===== src/rtl/core/sspc_pkg.sv =====
// shared types and constants for the solovay-strassen primality check core
// no dependencies
`default_nettype none
package sspc_pkg;
    localparam int unsigned W = 31;

    typedef logic [W-1:0] val_t;

    localparam logic [2:0] RSN_PASS     = 3'd0;
    localparam logic [2:0] RSN_SMALL    = 3'd1;
    localparam logic [2:0] RSN_POWER    = 3'd2;
    localparam logic [2:0] RSN_MISMATCH = 3'd3;
    localparam logic [2:0] RSN_BAD_BASE = 3'd4;

    typedef struct packed {
        val_t candidate;
        val_t base;
    } sspc_in_t;

    typedef struct packed {
        logic       probably_prime;
        logic [2:0] verdict_reason;
        logic [1:0] jacobi_value;
        val_t       euler_power;
    } sspc_out_t;
endpackage
`default_nettype wire


===== src/rtl/core/solovay_strassen_primality_check_core.sv =====
// solovay-strassen primality check: bit-serial modular exponentiation and
// binary jacobi loop; depends on sspc_pkg
// the power takes one multiplier bit of a shift-and-add modular product per
//   cycle and the jacobi loop one halving or subtract step per cycle, with
//   each swap in a state of its own; a small, even or bad-base item skips
//   both and goes straight to the result
// throughput: one item at a time, busy high until the result strobe
// reset clears the controller; the receiver cannot stall the result strobe
`default_nettype none
module solovay_strassen_primality_check_core (
    input  wire                  clk,
    input  wire                  rst_n,
    input  wire                  start,
    input  wire sspc_pkg::sspc_in_t in_item,
    output logic                 busy,
    output logic                 done,
    output sspc_pkg::sspc_out_t  result
);
    typedef enum logic [2:0] {
        S_IDLE, S_MUL, S_NEXT, S_JRED, S_JSWAP, S_DONE
    } state_t;

    state_t             state_reg;
    sspc_pkg::val_t     n_reg, e_reg, r_reg, b_reg;
    sspc_pkg::val_t     x_reg, y_reg, acc_reg;
    logic               sq_reg;
    sspc_pkg::val_t     ja_reg, jn_reg;
    logic               sign_reg;
    sspc_pkg::sspc_out_t res_reg;
    logic               done_reg;

    // modular add helpers, one conditional subtract each
    logic [sspc_pkg::W:0] acc_sum, x_dbl;
    sspc_pkg::val_t       acc_new, x_new;
    assign acc_sum = {1'b0, acc_reg} + {1'b0, x_reg};
    assign acc_new = (acc_sum >= {1'b0, n_reg}) ?
                     sspc_pkg::W'(acc_sum - {1'b0, n_reg}) : acc_sum[sspc_pkg::W-1:0];
    assign x_dbl   = {x_reg, 1'b0};
    assign x_new   = (x_dbl >= {1'b0, n_reg}) ?
                     sspc_pkg::W'(x_dbl - {1'b0, n_reg}) : x_dbl[sspc_pkg::W-1:0];

    logic [2:0] n8;
    assign n8 = jn_reg[2:0];

    // input checks
    sspc_pkg::val_t cn, cb;
    logic small_bad, base_bad;
    assign cn = in_item.candidate;
    assign cb = in_item.base;
    assign small_bad = (cn < sspc_pkg::W'(5)) || !cn[0];
    assign base_bad  = (cb < sspc_pkg::W'(2)) || (cb > cn - sspc_pkg::W'(2));

    sspc_pkg::val_t nm1;
    assign nm1 = n_reg - sspc_pkg::W'(1);

    // controller and datapath
    always_ff @(posedge clk or negedge rst_n)
    begin
        if (!rst_n)
        begin
            state_reg <= S_IDLE;
            done_reg  <= 1'b0;
        end
        else
        begin
            done_reg <= 1'b0;
            unique case (state_reg)
                S_IDLE:
                begin
                    if (start)
                    begin
                        n_reg <= cn;
                        if (small_bad || base_bad)
                        begin
                            res_reg <= '{probably_prime: 1'b0,
                                         verdict_reason: small_bad ? sspc_pkg::RSN_SMALL
                                                                   : sspc_pkg::RSN_BAD_BASE,
                                         jacobi_value: 2'b00,
                                         euler_power: '0};
                            state_reg <= S_DONE;
                        end
                        else
                        begin
                            res_reg <= '0;
                            e_reg <= cn >> 1;
                            r_reg <= sspc_pkg::W'(1);
                            b_reg <= cb;
                            ja_reg <= cb;
                            jn_reg <= cn;
                            sign_reg <= 1'b0;
                            state_reg <= S_NEXT;
                        end
                    end
                end
                S_NEXT:
                begin
                    // pick next product: r*b when bit set, then b*b
                    if (e_reg == '0)
                    begin
                        res_reg.euler_power <= r_reg;
                        if (r_reg != sspc_pkg::W'(1) && r_reg != nm1)
                        begin
                            res_reg.verdict_reason <= sspc_pkg::RSN_POWER;
                            state_reg <= S_DONE;
                        end
                        else
                            state_reg <= S_JRED;
                    end
                    else
                    begin
                        sq_reg  <= !e_reg[0];
                        x_reg   <= b_reg;
                        y_reg   <= e_reg[0] ? r_reg : b_reg;
                        acc_reg <= '0;
                        state_reg <= S_MUL;
                    end
                end
                S_MUL:
                begin
                    // one multiplier bit per cycle
                    if (y_reg == '0)
                    begin
                        if (sq_reg)
                        begin
                            b_reg <= acc_reg;
                            e_reg <= e_reg >> 1;
                            state_reg <= S_NEXT;
                        end
                        else
                        begin
                            r_reg <= acc_reg;
                            sq_reg <= 1'b1;
                            x_reg <= b_reg;
                            y_reg <= b_reg;
                            acc_reg <= '0;
                        end
                    end
                    else
                    begin
                        if (y_reg[0])
                            acc_reg <= acc_new;
                        x_reg <= x_new;
                        y_reg <= y_reg >> 1;
                    end
                end
                S_JRED:
                begin
                    // strip factors of two, subtract n once, swap when a < n
                    if (ja_reg == '0)
                    begin
                        if (jn_reg == sspc_pkg::W'(1))
                        begin
                            res_reg.jacobi_value <= sign_reg ? 2'b11 : 2'b01;
                            if (sign_reg == (r_reg != sspc_pkg::W'(1)))
                            begin
                                res_reg.probably_prime <= 1'b1;
                                res_reg.verdict_reason <= sspc_pkg::RSN_PASS;
                            end
                            else
                                res_reg.verdict_reason <= sspc_pkg::RSN_MISMATCH;
                        end
                        else
                            res_reg.verdict_reason <= sspc_pkg::RSN_MISMATCH;
                        state_reg <= S_DONE;
                    end
                    else if (!ja_reg[0])
                    begin
                        ja_reg <= ja_reg >> 1;
                        if (n8 == 3'd3 || n8 == 3'd5)
                            sign_reg <= !sign_reg;
                    end
                    else if (ja_reg >= jn_reg)
                        ja_reg <= ja_reg - jn_reg;
                    else
                        state_reg <= S_JSWAP;
                end
                S_JSWAP:
                begin
                    // reciprocity swap
                    ja_reg <= jn_reg;
                    jn_reg <= ja_reg;
                    if (ja_reg[1:0] == 2'b11 && jn_reg[1:0] == 2'b11)
                        sign_reg <= !sign_reg;
                    state_reg <= S_JRED;
                end
                S_DONE:
                begin
                    done_reg <= 1'b1;
                    state_reg <= S_IDLE;
                end
                default: state_reg <= S_IDLE;
            endcase
        end
    end

    assign busy   = (state_reg != S_IDLE);
    assign done   = done_reg;
    assign result = res_reg;
endmodule
`default_nettype wire

===== config.mk =====
export PLATFORM = sky130hd
export DESIGN_NAME = solovay_strassen_primality_check_core
export DESIGN_NICKNAME = d
export VERILOG_FILES = /design/src/rtl/core/sspc_pkg.sv /design/src/rtl/core/solovay_strassen_primality_check_core.sv
export SDC_FILE = /design/constraint.sdc
export NUM_CORES = 1
export LEC_CHECK = 0
export BUFFER_PORTS_ARGS = -buffer_cell sky130_fd_sc_hd__buf_2
export CORE_MARGIN = 4
export CORE_UTILIZATION = 40
export DETAILED_ROUTE_END_ITERATION = 10
export GPL_TIMING_DRIVEN = 0
export HOLD_SLACK_MARGIN = 0.12
export SLEW_MARGIN = 20
export SYNTH_ARGS = -nofsm -noshare
export SYNTH_HDL_FRONTEND = slang
export SYNTH_SLANG_ARGS = --single-unit
export TNS_END_PERCENT = 10

===== constraint.sdc =====
create_clock -name clk -period 7.7 [get_ports clk]
set_clock_uncertainty 0.2 [all_clocks]
set_input_delay 0 -clock clk [delete_from_list [all_inputs] [get_ports clk]]
set_output_delay 0 -clock clk [all_outputs]
set_load 0.03 [all_outputs]

==> metrics.txt <==
most frequent cells in the layout edfxtp_1, nand2_1, nor2_1, ha_1, a21oi_1; Worst-Margin Slew 1050 ps; synth warn 0; clock network power share 12.9%; max reg flops 37; Max FO, Critical Path 18; routed via count 19,386; Worst Hold Depth 4; Worst EP required 7820 ps; Slew headroom 29.2%; Critical Path AT 6610 ps; number of global-route vias before repair 18,753; ANT cells 0; fillcell total 5,189; layout cells sized above 1 9.37%; top cells by area, synth edfxtp_1, ha_1, xnor2_1; first-pass GRT wire length 114 mm; Power Density 560 nW/um2; Mapped Cells 2,268; Mapped Nets 2,496; GP Congestion 1.01; endpoints failing hold 0; drt via density 5.88; commonest non-fill, non-tap cell in the layout edfxtp_1; register area share after synthesis 43.1%; hold_ws 148 ps; Comb pwr share 63.3%; largest area contributor in the netlist edfxtp_1; Psw 6.84 mW; crit path time final 6490 ps; hpwl dp 59.3 mm; CTS H-tree depth 2; Final Cell Area 26,300 um2; Clk pin slew, worst setup/hold paths 60 ps; f_max 0.154 GHz; clk buf depth 3; Switching Share 46.5%; status completed; CTS Buf Count 40; clock root cell clkbuf_16; Seq. cell area 9620 um2; Synth Register Bits 321; period utilisation layout 84.3%; largest net degree at the start of global routing 49; Port Buffers 103; DIE WIDTH 244 um; Synth top area share 42.7%; synthesized area per cell 9.83 um2; area growth from synthesis to layout 17.8%; Async S/R FF share, synth 1.25%; aggregate global-route resource usage 24.9%; R2R cell count 22; Post-CTS Hold Buffers 97; sequential share of power 23.8%; core area 55,100 um2; ys flop type edfxtp_1; GR Overflow Total 0; IO Count 104; Pleak 10.4 nW; critical path class in -> reg; WL final 76.5 mm; Die ar. 59,600 um2; Die Span Y 244 um; Routed Antenna Nets 0; Final Power 14.7 mW; Slew Viols, Final 0; fin worst setup slack 1210 ps; post-synth cell types 75; critical path launch point type input pin; max capacitance violation total 0; FF-to-FF setup slack 1690 ps; Hold/Removal Path Class in -> reg; nets 2,748; CTS tree built; Internal 7.86 mW; peak supply drop 231 uV; Placed Area 24,000 um2; Initial Utilization 40.5%; RSZ-0062 raised after global routing false; Post-synth EDFFs 317; CP endpoint kind flop; post-cts repair resize count 0; CTS sink count 321; Setup-failing EPs final 0; setup bufs post-CTS 0; Clock Latency Late Sink 570 ps; DRT iter0 DRCs 1,942; Post-Syn Area 22,300 um2; drt first pass iters 7; initial antenna violation count 1; multi-input logic area 12,000 um2; dpl ws 985 ps; Fin Setup TNS 0 ps; # rows 86; DRC viols 0; routed len/inst 23.2 um
## per-layer routing
layer	routed length, um	track usage, %	part of all wire [%]
met5	0	0	0
met3	5320	3.37	6.9
met2	36100	41.9	47
met4	3490	10.1	4.6
met1	31600	32.5	41
## path summary, 6_finish.rpt
kind	start	to
worst max-delay path	in_item[44]	ja_reg[26]
worst min-delay path	in_item[38]	e_reg[6]
worst max register to register	acc_reg[4]	acc_reg[27]
worst min register to register	e_reg[10]	e_reg[9]
max in group asynchronous	rst_n	state_reg[2]
min in group asynchronous	rst_n	state_reg[1]
## synthesized netlist by cell type (47+ instances only)
| master | n |
|---|---|
| a21o_1 | 110 |
| a21oi_1 | 158 |
| and2_1 | 75 |
| clkbuf_1 | 65 |
| edfxtp_1 | 317 |
| ha_1 | 159 |
| inv_1 | 102 |
| nand2_1 | 239 |
| nor2_1 | 161 |
| nor3_1 | 47 |
| nor4_1 | 57 |
| o21ai_0 | 140 |
| xnor2_1 | 110 |
| xor2_1 | 60 |
## metrics by stage
stage | util, % | instances
6_report | 47.7 | 3299
4_1_cts | 47.7 | 3299
3_3_place_gp | 43.1 | 3119
3_5_place_dp | 43.6 | 3129
5_1_grt | 47.7 | 3299
2_1_floorplan | - | 2268
## cells by family after synthesis
family	count (synthesis)	share of synthesized area, %
AOI/OAI and AO/OA	607	17.8
xor gates and xnor gates	170	6.68
adders and majority gates	163	9.28
buffers and inverters	176	3.20
DFF	321	43.1
muxes	69	3.27
and+or+nand+nor	762	16.6
## power by group through the flow
stage	clock network (mW)	logic, mW	registers, mW
after floorplan	0	6.98	3.28
after global placement	0	8.84	3.54
after detailed placement	0	9.16	3.49
after CTS	1.92	9.23	3.47
after global routing	1.99	10.3	3.53
final	1.90	9.30	3.50
## final cells by class
class / count / area share (%)
inverter: 104 / 1.49
clock buffer: 48 / 3.92
buffer: 72 / 1.23
tap: 748 / 3.56
timing repair buffer: 210 / 6.48
multi-input combinational: 1771 / 45.7
sequential: 321 / 36.6
clock inverter: 25 / 0.962
## critical path: stages
cell and delay, ps:
dlygate4sd3_1 530, dlygate4sd3_1 550, buf_2 170, nor4_1 450
nand3_1 230, nor4_1 630, nand2_1 270, nor4_1 370
xnor2_1 110, ha_1 300, nand4_1 160, nor4_1 530
o21ai_0 300, o211ai_1 240, a21oi_1 220, and3_1 230
o21ai_1 620, a21o_1 230, a31oi_4 140, buf_16 290
No activity file was read; power rests on OpenSTA's default activity.
